## config.mk

```make
export PLATFORM = sky130hd
export DESIGN_NAME = format_string_int_formatter_flat
export DESIGN_NICKNAME = d
export VERILOG_FILES = /design/src/design/fsif_pkg.sv /design/src/design/fsif_fmt_if.sv /design/src/design/fsif_char_if.sv /design/src/design/fsif_decode.sv /design/src/design/fsif_serial.sv /design/src/design/format_string_int_formatter.sv /design/src/flat_wrapper.sv
export SDC_FILE = /design/constraint.sdc
export NUM_CORES = 1
export LEC_CHECK = 0
export BUFFER_PORTS_ARGS = -buffer_cell sky130_fd_sc_hd__clkbuf_2
export CAP_MARGIN = 20
export CORE_UTILIZATION = 45
export CTS_CLUSTER_DIAMETER = 80
export CTS_CLUSTER_SIZE = 25
export DETAILED_ROUTE_END_ITERATION = 8
export MAX_ROUTING_LAYER = met4
export PLACE_DENSITY_LB_ADDON = 0.05
export SYNTH_ARGS = -nofsm -noshare
export SYNTH_HDL_FRONTEND = slang
export SYNTH_SLANG_ARGS = --single-unit
```

## constraint.sdc

```tcl
create_clock -name clk -period 7.8 [get_ports clk]
set_input_delay 0.39 -clock clk [delete_from_list [all_inputs] [get_ports clk]]
set_output_delay 0.39 -clock clk [all_outputs]
set_load 0.03 [all_outputs]
```

## src/design/fsif_pkg.sv

```systemverilog
`default_nettype none

package fsif_pkg;

  // Characters that steer the decoder.
  localparam logic [7:0] CH_PERCENT = 8'h25;
  localparam logic [7:0] CH_LOWER_X = 8'h78;
  localparam logic [7:0] CH_UPPER_X = 8'h58;
  localparam logic [7:0] CH_LOWER_D = 8'h64;
  localparam logic [7:0] CH_LOWER_I = 8'h69;
  localparam logic [7:0] CH_LOWER_C = 8'h63;
  localparam logic [7:0] CH_UPPER_C = 8'h43;

  // Characters used to build digits.
  localparam logic [7:0] CH_ZERO    = 8'h30;
  localparam logic [7:0] CH_UPPER_A = 8'h41;

  // Index of the most significant digit of each conversion.
  localparam logic [2:0] POS_CHAR = 3'd0;
  localparam logic [2:0] POS_HEX  = 3'd3;
  localparam logic [2:0] POS_DEC  = 3'd4;

  typedef enum logic [1:0] {
    KIND_CHAR = 2'd0,
    KIND_HEX  = 2'd1,
    KIND_DEC  = 2'd2
  } cmd_kind_t;

  // One decoded command: a single character, or a value to convert.
  typedef struct packed {
    cmd_kind_t   kind;
    logic [15:0] data;
  } cmd_t;

  // Multiples of the decimal place weights: DEC_STEP[place][digit].
  localparam logic [16:0] DEC_STEP [0:4][0:9] = '{
    '{17'd0, 17'd1, 17'd2, 17'd3, 17'd4, 17'd5, 17'd6, 17'd7, 17'd8, 17'd9},
    '{17'd0, 17'd10, 17'd20, 17'd30, 17'd40, 17'd50, 17'd60, 17'd70, 17'd80, 17'd90},
    '{17'd0, 17'd100, 17'd200, 17'd300, 17'd400, 17'd500, 17'd600, 17'd700, 17'd800,
      17'd900},
    '{17'd0, 17'd1000, 17'd2000, 17'd3000, 17'd4000, 17'd5000, 17'd6000, 17'd7000,
      17'd8000, 17'd9000},
    '{17'd0, 17'd10000, 17'd20000, 17'd30000, 17'd40000, 17'd50000, 17'd60000,
      17'd70000, 17'd80000, 17'd90000}
  };

endpackage

`default_nettype wire

```

## src/design/fsif_fmt_if.sv

```systemverilog
`default_nettype none

interface fsif_fmt_if;
  logic        valid;
  logic        ready;
  logic [7:0]  fmt_char;
  logic [15:0] value;
  logic        fmt_last;

  modport source (output valid, fmt_char, value, fmt_last, input ready);
  modport sink   (input valid, fmt_char, value, fmt_last, output ready);
endinterface

`default_nettype wire

```

## src/design/fsif_char_if.sv

```systemverilog
`default_nettype none

interface fsif_char_if;
  logic       valid;
  logic       ready;
  logic [7:0] out_char;
  logic       out_last;

  modport source (output valid, out_char, out_last, input ready);
  modport sink   (input valid, out_char, out_last, output ready);
endinterface

`default_nettype wire

```

## src/design/fsif_decode.sv

```systemverilog
`default_nettype none

module fsif_decode
  import fsif_pkg::*;
(
  input  wire logic  clk,
  input  wire logic  rst,
  fsif_fmt_if.sink   fmt,
  output cmd_t       cmd,
  output logic       cmd_valid,
  input  wire logic  cmd_take
);

  logic pending;
  logic pending_next;
  logic emit;
  logic in_fire;
  cmd_t cmd_next;

  assign fmt.ready = !cmd_valid || cmd_take;
  assign in_fire   = fmt.valid && fmt.ready;

  always_comb begin
    emit          = 1'b0;
    pending_next  = pending;
    cmd_next.kind = KIND_CHAR;
    cmd_next.data = {8'h00, fmt.fmt_char};
    if (pending) begin
      pending_next = 1'b0;
      unique case (fmt.fmt_char) inside
        CH_LOWER_X, CH_UPPER_X: begin
          emit          = 1'b1;
          cmd_next.kind = KIND_HEX;
          cmd_next.data = fmt.value;
        end
        CH_LOWER_D, CH_LOWER_I: begin
          emit          = 1'b1;
          cmd_next.kind = KIND_DEC;
          cmd_next.data = fmt.value;
        end
        CH_LOWER_C, CH_UPPER_C: begin
          emit          = 1'b1;
          cmd_next.kind = KIND_CHAR;
          cmd_next.data = {8'h00, fmt.value[7:0]};
        end
        default: begin
          emit = 1'b0;
        end
      endcase
    end else if (fmt.fmt_char == CH_PERCENT) begin
      pending_next = 1'b1;
    end else begin
      emit = 1'b1;
    end
    // The end of the string always drops a dangling escape.
    if (fmt.fmt_last) begin
      pending_next = 1'b0;
    end
  end

  always_ff @(posedge clk) begin
    if (rst) begin
      pending   <= 1'b0;
      cmd_valid <= 1'b0;
    end else begin
      if (cmd_take) begin
        cmd_valid <= 1'b0;
      end
      if (in_fire) begin
        pending <= pending_next;
        if (emit) begin
          cmd_valid <= 1'b1;
        end
      end
    end
  end

  always_ff @(posedge clk) begin
    if (in_fire && emit) begin
      cmd <= cmd_next;
    end
  end

endmodule

`default_nettype wire

```

## src/design/fsif_serial.sv

```systemverilog
`default_nettype none

module fsif_serial
  import fsif_pkg::*;
(
  input  wire logic  clk,
  input  wire logic  rst,
  input  wire cmd_t  cmd,
  input  wire logic  cmd_valid,
  output logic       cmd_take,
  fsif_char_if.source chars
);

  logic        busy;
  cmd_kind_t   kind;
  logic [15:0] rem;
  logic [2:0]  pos;

  logic        fire;
  logic        at_last;
  logic        load;
  logic [3:0]  dec_digit;
  logic [15:0] rem_next;
  logic [3:0]  nibble;
  logic [2:0]  pos_init;

  assign at_last  = (pos == POS_CHAR);
  assign fire     = chars.valid && chars.ready;
  assign load     = cmd_valid && (!busy || (fire && at_last));
  assign cmd_take = load;

  // Decimal digit: largest multiple of the place weight not above the remainder.
  always_comb begin
    dec_digit = 4'd0;
    for (int k = 1; k < 10; k++) begin
      if ({1'b0, rem} >= DEC_STEP[pos][k]) begin
        dec_digit = 4'(k);
      end
    end
    rem_next = 16'({1'b0, rem} - DEC_STEP[pos][dec_digit]);
  end

  assign nibble = rem[{pos[1:0], 2'b00} +: 4];

  always_comb begin
    unique case (kind)
      KIND_CHAR: chars.out_char = rem[7:0];
      KIND_HEX: begin
        if (nibble < 4'd10) begin
          chars.out_char = CH_ZERO + {4'h0, nibble};
        end else begin
          chars.out_char = CH_UPPER_A + {4'h0, nibble - 4'd10};
        end
      end
      KIND_DEC: chars.out_char = CH_ZERO + {4'h0, dec_digit};
      default:  chars.out_char = rem[7:0];
    endcase
  end

  assign chars.valid    = busy;
  assign chars.out_last = at_last;

  always_comb begin
    unique case (cmd.kind)
      KIND_CHAR: pos_init = POS_CHAR;
      KIND_HEX:  pos_init = POS_HEX;
      KIND_DEC:  pos_init = POS_DEC;
      default:   pos_init = POS_CHAR;
    endcase
  end

  always_ff @(posedge clk) begin
    if (rst) begin
      busy <= 1'b0;
    end else if (load) begin
      busy <= 1'b1;
    end else if (fire && at_last) begin
      busy <= 1'b0;
    end
  end

  always_ff @(posedge clk) begin
    if (load) begin
      kind <= cmd.kind;
      rem  <= cmd.data;
      pos  <= pos_init;
    end else if (fire) begin
      pos <= pos - 3'd1;
      if (kind == KIND_DEC) begin
        rem <= rem_next;
      end
    end
  end

endmodule

`default_nettype wire

```

## src/design/format_string_int_formatter.sv

```systemverilog
// Format string formatter for a single 16-bit value.
// The fmt channel takes one format character per word, with the value and a flag
// that marks the last character of the string. The chars channel returns ASCII
// characters one word at a time; out_last marks the last word caused by one input.
// An ordinary character gives one word. A percent sign arms an escape and gives
// nothing; the next character then gives four hex digits (x, X), five decimal
// digits (d, i), the low byte of the value (c, C), or nothing for anything else.
// The first word of an input is offered once the input has passed the command
// buffer in the decoder and then the serializer's busy and remainder registers.
// Throughput: one output word per cycle while chars is ready; an input gives one
// word for a plain character, four for hex and five for decimal. The output
// register and the one-word command buffer set that rate; inputs that give no
// word still take a handshake on fmt. Decimal digits come out one per cycle while
// chars is ready, by compare-and-subtract on the running remainder; no divider.
// Reset clears the armed escape and empties both registers; no word is lost or
// repeated when chars stalls: the current word holds and, once the buffer is
// full, fmt.ready drops until the serializer takes the buffered command.
`default_nettype none

module format_string_int_formatter
  import fsif_pkg::*;
(
  input  wire logic   clk,
  input  wire logic   rst,
  fsif_fmt_if.sink    fmt,
  fsif_char_if.source chars
);

  // Decoded command handed from the escape decoder to the character serializer.
  cmd_t cmd;
  logic cmd_valid;
  logic cmd_take;

  fsif_decode u_decode (
    .clk       (clk),
    .rst       (rst),
    .fmt       (fmt),
    .cmd       (cmd),
    .cmd_valid (cmd_valid),
    .cmd_take  (cmd_take)
  );

  fsif_serial u_serial (
    .clk       (clk),
    .rst       (rst),
    .cmd       (cmd),
    .cmd_valid (cmd_valid),
    .cmd_take  (cmd_take),
    .chars     (chars)
  );

endmodule

`default_nettype wire
```

## src/flat_wrapper.sv

```systemverilog
// flat-port wrapper written by rule: the top's interface ports become plain ports
module format_string_int_formatter_flat import fsif_pkg::*;
  (clk, rst, fmt_valid, fmt_fmt_char, fmt_value, fmt_fmt_last, fmt_ready, chars_valid, chars_out_char, chars_out_last, chars_ready);
  fsif_fmt_if fmt_i ();
  fsif_char_if chars_i ();
  input  wire logic clk;
  input  wire logic rst;
  input wire logic [$bits(fmt_i.valid)-1:0] fmt_valid;
  input wire logic [$bits(fmt_i.fmt_char)-1:0] fmt_fmt_char;
  input wire logic [$bits(fmt_i.value)-1:0] fmt_value;
  input wire logic [$bits(fmt_i.fmt_last)-1:0] fmt_fmt_last;
  output wire logic [$bits(fmt_i.ready)-1:0] fmt_ready;
  output wire logic [$bits(chars_i.valid)-1:0] chars_valid;
  output wire logic [$bits(chars_i.out_char)-1:0] chars_out_char;
  output wire logic [$bits(chars_i.out_last)-1:0] chars_out_last;
  input wire logic [$bits(chars_i.ready)-1:0] chars_ready;
  assign fmt_i.valid = fmt_valid;
  assign fmt_i.fmt_char = fmt_fmt_char;
  assign fmt_i.value = fmt_value;
  assign fmt_i.fmt_last = fmt_fmt_last;
  assign fmt_ready = fmt_i.ready;
  assign chars_valid = chars_i.valid;
  assign chars_out_char = chars_i.out_char;
  assign chars_out_last = chars_i.out_last;
  assign chars_i.ready = chars_ready;
  format_string_int_formatter u_core (.clk(clk), .rst(rst), .fmt(fmt_i), .chars(chars_i));
endmodule
```

# After elaboration in Yosys (flattened, before gate mapping)

Memory sizes are Yosys's and may differ from the RTL's.
Index checks and enable logic that the tools add are counted.

Register bits: 42
Bits in read-only memories: 1,360
Bits of input ports: 29
Output and inout bits: 11
Logic and storage cells: 95
Memories kept: 1

Add/subtract/negate cells: 6
Order comparisons: 12
Equal/unequal tests: 11
Shifts and indexed selects: 1
Multiplexer cells: 35
Bitwise operators: 2
Reductions and logical operators: 18

Memories:

| memory           | words | bits a word | rd ports | clocked after Yosys merged registers in | write ports | line              | source |
|---|---|---|---|---|---|---|---|
| (name not given) | 8     | 170         | 1        | 0                                       | 0           | fsif_serial.sv:40 | `rem_next = 16'({1'b0, rem} - DEC_STEP[pos][dec_digit]);` |

Operators with widths:

| operator              | number |
|---|---|
| $mux W170             | 2 |
| $ge A16 B17 Y1        | 9 |
| $mux W16              | 5 |
| $bmux W17 S4          | 1 |
| $pmux W18 S3          | 1 |
| $eq A8 B7 Y1 const B  | 6 |
| $mux W4               | 8 |
| $mux W8               | 2 |
| $pmux W8 S2           | 1 |
| $shiftx A16 B5 Y4     | 1 |
| $sub A16 B16 Y16      | 1 |
| $add A6 B4 Y7 const A | 2 |
| $mux W1               | 12 |
| $add A7 B4 Y8 const A | 1 |
| $eq A8 B6 Y1 const B  | 1 |
| $mux W3               | 2 |
| $pmux W3 S2           | 1 |
| $reduce_bool A2 Y1    | 3 |
| $reduce_or A2 Y1      | 3 |
| $reduce_or A6 Y1      | 1 |
| $ge A5 B5 Y1 const B  | 1 |
| $logic_and A1 B1 Y1   | 5 |
| $not A4 Y5            | 1 |
| $eq A2 B1 Y1 const B  | 2 |
| other kinds (10)      | 13 |

# Logic depth before layout (Yosys ltp)

Depth in word-level cells: 22
Mapped depth: 27
Mapped depth without buffers: 25

# Cells and area by module

Synthesis repeated with hierarchy kept, for this count alone.

Cell total of the unflattened synthesis: 695
Area, all modules: 5,876.9 µm²

Modules (own cells, without submodules):

| module      | instances | cells each | area an instance (µm²) | sequential area each (µm²) |
|---|---|---|---|---|
| fsif_serial | 1         | 624        | 4,870.9                | 650.6 |
| fsif_decode | 1         | 71         | 1,006.0                | 580.6 |

# Worst setup path before layout

Ideal clock, no wire load.

Path kind: flip-flop to flip-flop
From: register u_core.u_serial.pos[1]
To: register u_core.u_serial.rem[14], data pin
Library setup time: 259 ps
Arrival time: 5,783 ps
Required time: 7,541 ps
Setup slack: 1,758 ps
Cell stages (with the launch flop): 26
Path buffers: 2
Period minus slack after synthesis: 6,042 ps
Cells stage by stage: edfxtp_1 > clkbuf_1 > inv_1 > ha_1 > nor2b_1 > ha_1 > nand2b_1 > a21oi_1 > o311ai_0 > o211a_1 > nand3_1 > clkbuf_1 > a31oi_1 > a21oi_1 > o41ai_1 > a21oi_1 > ha_1 > nor2b_1 > o21ai_0 > a21oi_1 > o21ai_0 > a21oi_1 > o2111ai_1 > a31oi_1 > a21o_1 > a211o_1

Elaborated cells between the ends (all ways): 34
Those cells by class: 1 x add/sub; 9 x order compare; 17 x mux; 2 x bitwise; 4 x reduce/logical; 1 x memory

RTL lines:

| item                     | line               | source |
|---|---|---|
| start: declaration       | fsif_serial.sv:17  | `logic [2:0] pos;` |
| start signal: assignment | fsif_serial.sv:86  | `pos <= pos_init;` |
| start signal: assignment | fsif_serial.sv:88  | `pos <= pos - 3'd1;` |
| $logic_not A3 Y1         | fsif_serial.sv:27  | `assign at_last = (pos == POS_CHAR);` |
| via chars_out_last       | flat_wrapper.sv:15 | `output wire logic [$bits(chars_i.out_last)-1:0] chars_out_last;` |
| $logic_and A1 B1 Y1      | fsif_serial.sv:29  | `assign load = cmd_valid && (!busy \|\| (fire && at_last));` |
| $logic_or A1 B1 Y1       | fsif_serial.sv:29  |  |
| $logic_and A1 B1 Y1      | fsif_serial.sv:29  |  |
| $mux W16                 | fsif_serial.sv:83  | `if (load) begin` |
| end signal: assignment   | fsif_serial.sv:85  | `rem <= cmd.data;` |
| end signal: assignment   | fsif_serial.sv:90  | `rem <= rem_next;` |
| end: declaration         | fsif_serial.sv:16  | `logic [15:0] rem;` |

The timed path passes the listed nets, and every way through them passes these cells. The select of a mux whose other input is x is not followed.
A chain may end at the register's enable or synchronous reset.

# Final worst setup path

From: register u_core.u_serial.pos[0]
To: register u_core.u_serial.rem[15], data pin

Word-level cells in the longest chain between the ends: 22
Elaborated cells between the ends (all ways): 34
Those cells by class: 1 x add/sub; 9 x order compare; 17 x mux; 2 x bitwise; 4 x reduce/logical; 1 x memory

Ends and longest elaborated chain:

| item                                         | line                                 | source |
|---|---|---|
| $not A3 Y4 (not written as such)             | fsif_serial.sv:36, fsif_serial.sv:40 |  |
| $mem_v2 Z8 W170                              | -                                    |  |
| $mux W170 (not written as such) (2 in a row) | fsif_serial.sv:40                    |  |
| $ge A16 B17 Y1                               | fsif_serial.sv:36                    | `if ({1'b0, rem} >= DEC_STEP[pos][k]) begin` |
| $mux W1                                      | fsif_serial.sv:36                    |  |
| $mux W4 (8 in a row)                         | fsif_serial.sv:36                    |  |
| $not A4 Y5 (not written as such)             | fsif_serial.sv:40                    |  |
| $bmux W17 S4                                 | fsif_serial.sv:40                    |  |
| $mux W16 (not written as such) (2 in a row)  | fsif_serial.sv:40                    |  |
| $sub A16 B16 Y16                             | fsif_serial.sv:40                    |  |
| $mux W16                                     | fsif_serial.sv:89                    | `if (kind == KIND_DEC) begin` |
| $mux W16                                     | fsif_serial.sv:87                    | `end else if (fire) begin` |
| $mux W16 (*)                                 | fsif_serial.sv:83                    |  |

Mark *: on every way between the ends. The rest lies on a longest branch, timed or not. The select of a mux whose other input is x is not followed.

==> flow_metrics.py <==
metrics = {
    "outcome": {
        "outcome": "complete, no violations",
    },
    "sta": {
        "fin_crit_ns": 7.28,
        "holdWs_ns": 0.291,
        "setup-tns-final_ns": 0,
        "final.setup_skew_ns": 0.00608,
        "max_slew.worst_pin.slew_ns": 0.899,
        "hold_violations": 0,
        "drv_slew": 0,
        "fin_ws_ns": 0.523,
        "relSlewSlack_pct": 38.5,
        "fmax_mhz": 137,
        "min_period_over_period_pct": 93.3,
        "rsz0062_at_grt": "false",
        "setup_viol": 0,
    },
    "drt": {
        "ant_nets": 0,
        "drc": 0,
        "drt_iter0_markers": 715,
        "via_count": 6365,
        "wl_per_cell_um": 23.4,
        "wirelength_mm": 22.3,
        "routed_via_density": 6.70,
        "firstDrtPassIters": 5,
    },
    "clock_tree": {
        "clockBufferDepth": 2,
        "cts-root-buf": "clkbuf_16",
        "clk_latency_ns": 0.29,
        "cts_tree": "built",
        "clk_pin_slew_worst_paths_ns": 0.06,
        "clkSinkCount": 42,
        "cts-buffers-inserted": 5,
        "cts.htree.levels": 2,
    },
    "setup_path": {
        "worstSetupEndpointType": "flip-flop",
        "startpoint_type": "flip-flop",
        "rrSetupSlack_ns": 0.52,
        "crit_start": "u_core.u_serial.pos[0]",
        "critPathKind": "reg -> reg",
        "cp_slowest_stage_delay_ns": 0.68,
        "r2r_cells": 24,
        "worstPathArrival_ns": 7.33,
        "path_cells": "inv_1, ha_1, nor2b_2, inv_1, ha_1, nor2_1, a21oi_1, o311ai_0, o211a_2, nand3_1, buf_4, nor4_2, nand3_1, mux2i_1, a211oi_1, ha_1, and3_1, o211ai_1, a31oi_1, a31oi_1, o21ai_0, nand2_1, or3_1, o211a_1",
        "r2r_end": "u_core.u_serial.rem[15]",
        "crit_slowest_cell": "nor4_2",
        "r2r_start": "u_core.u_serial.pos[0]",
        "critPathMaxFanout": 13,
        "cp-endpoint": "u_core.u_serial.rem[15]",
        "required_ns": 7.85,
        "path_common_cell": "ha_1",
    },
    "worst_hold_path": {
        "hp-class": "in -> reg",
        "min_from": "rst",
    },
    "power": {
        "power.density_mw_per_mm2": 244,
        "totalPowerFinal_mw": 1.63,
        "ir_worst_vdd_v": 0.000213,
        "p_leak_nw": 2.83,
    },
    "floorplanning": {
        "die_y_um": 119,
        "core-area_mm2": 0.0132,
        "rows": 42,
        "dieArea_mm2": 0.0141,
        "io_pins": 40,
        "start_util_pct": 46.2,
        "die_w_um": 119,
    },
    "finish": {
        "mostFrequentLayoutCells": "100 x ha_1, 66 x a21oi_1, 61 x nor2_1",
        "antennaDiodeCount": 0,
        "fin_util_pct": 50.6,
        "drive_gt1_share_pct": 12.8,
        "layout_commonest_cell": "ha_1",
        "final_nets": 903,
        "syn_to_final_growth_pct": 9.68,
    },
    "synthesis": {
        "syn_area_mm2": 0.00611,
        "ys_types": 83,
        "yosysSeqAreaShare_pct": 20.1,
        "synth_adder_area_share_pct": 20.8,
        "synth_flop_cell": "edfxtp_1",
        "yosys.area_share.simple_pct": 21.3,
        "synthMuxAreaShare_pct": 4.07,
        "ys_warn_count": 0,
        "ys_async_sr_fraction_pct": 0,
        "synth-xor-area-share_pct": 1.58,
        "synth_edf_count": 39,
        "synth.top_cell.area_share_pct": 20.5,
        "yosys-top-cells-area": "ha_1 20%, edfxtp_1 19%, a21oi_1 5.4%",
        "syn_area_per_cell_um2": 8.31,
        "syn_inst": 736,
        "synth-compound-area-share_pct": 28.2,
        "yosysTopAreaCell": "ha_1",
        "synth_top_family_by_area": "compound AO/OA/AOI/OAI gates",
        "syn-num-nets": 866,
        "yosys_register_bits": 42,
    },
    "global_routing": {
        "grt_first_pass_wirelength_mm": 34.4,
        "grt_overflow": 0,
        "grt_pass1_vias": 6095,
        "grt_max_degree": 27,
        "grt_antenna_before_repair": 0,
        "grtUsageTotal_pct": 33.0,
    },
    "placement": {
        "gp_congestion": 1.01,
        "portBuffers": 39,
        "place_ws_ns": 0.109,
        "dp_hpwl_mm": 17.2,
    },
    "job": {
        "maxCapViolations": 0,
    },
}
## flip-flops by register name, summed over array words and instances, names as in the netlist
signal / count
u_core.u_serial.rem: 16
u_core.u_decode.pending: 1
u_core.u_decode.cmd_valid: 1
u_core.u_decode.cmd: 18
u_core.u_serial.kind: 2
u_core.u_serial.chars.valid: 1
u_core.u_serial.pos: 3
## stage by stage
stage               cell area [um2]  std cells
floorplan                      6110        736
global placement               6530        942
detailed placement             6530        942
CTS                            6700        950
global route                   6710        950
finish                         6710        950
## synthesized netlist by cell type (all sizes together), types with 5 or more instances
cell type / n
ha: 100
a21oi: 67
nor2: 62
nand2: 60
o21ai: 54
edfxtp: 39
inv: 39
nand3: 20
nor3: 19
o211ai: 18
clkbuf: 16
a211oi: 15
a31oi: 13
and2: 12
o31ai: 12
a21o: 10
nand4: 10
mux2: 9
nand2b: 9
nor4: 9
o21a: 9
or2: 9
nor2b: 8
and3: 7
nand3b: 7
o211a: 7
xnor2: 7
buf: 5
mux2i: 5
o311ai: 5
or3: 5
## cell type report
class,count,area (um2)
clock buffers,6,129
clock inverters,2,37.5
fillers,1288,6540
inverters,39,146
multi-input cells,634,4660
flip-flops and latches,42,1230
well taps,176,220
repair buffers,51,285
## report_power, final
part,switching (mW),internal (mW),leakage (nW)
combinational,0.656,0.402,2.35
sequential,0.0535,0.287,0.400
clock,0.0858,0.151,0.0771
## worst max-delay path: cells and delay by family (launching register included)
family | cells | cell delay [ns]
compound gates | 9 | 2.41
simple gates | 8 | 2.20
fa+ha+maj | 3 | 0.89
buf+inv | 3 | 0.74
flops | 1 | 0.58
mux | 1 | 0.20
## kinds of logic after synthesis
family          Yosys count
buf+inv                  60
compound gates          252
xor+xnor                 11
simple gates            252
fa+ha+maj               101
flops                    42
mux                      18
## routing by layer
metal	up-vias	GRT usage, %	part of all wire, %
met3	85	2.80	5.7
met2	330	55.2	47
li1	2924	-	-
met4	0	18.0	5.6
met1	3026	39.3	41
met5	-	-	0
## what timing repair did
item,CTS,global route
hold buffers,0,0
gates resized for setup,0,3
endpoints found under the setup margin,0,4
setup buffers,0,0
## how the worst min path moves through the flow
stage | slack, ns | cells past startpoint | to
floorplan | 0.44 | 0 | u_core.u_serial.kind[1]
detailed placement | 0.49 | 0 | u_core.u_serial.kind[1]
finish | 0.29 | 2 | u_core.u_decode.cmd_valid
global placement | 0.47 | 0 | u_core.u_serial.kind[1]
CTS | 0.28 | 2 | u_core.u_decode.cmd_valid
global route | 0.30 | 2 | u_core.u_decode.cmd_valid
(Power assumes the default switching activity.)
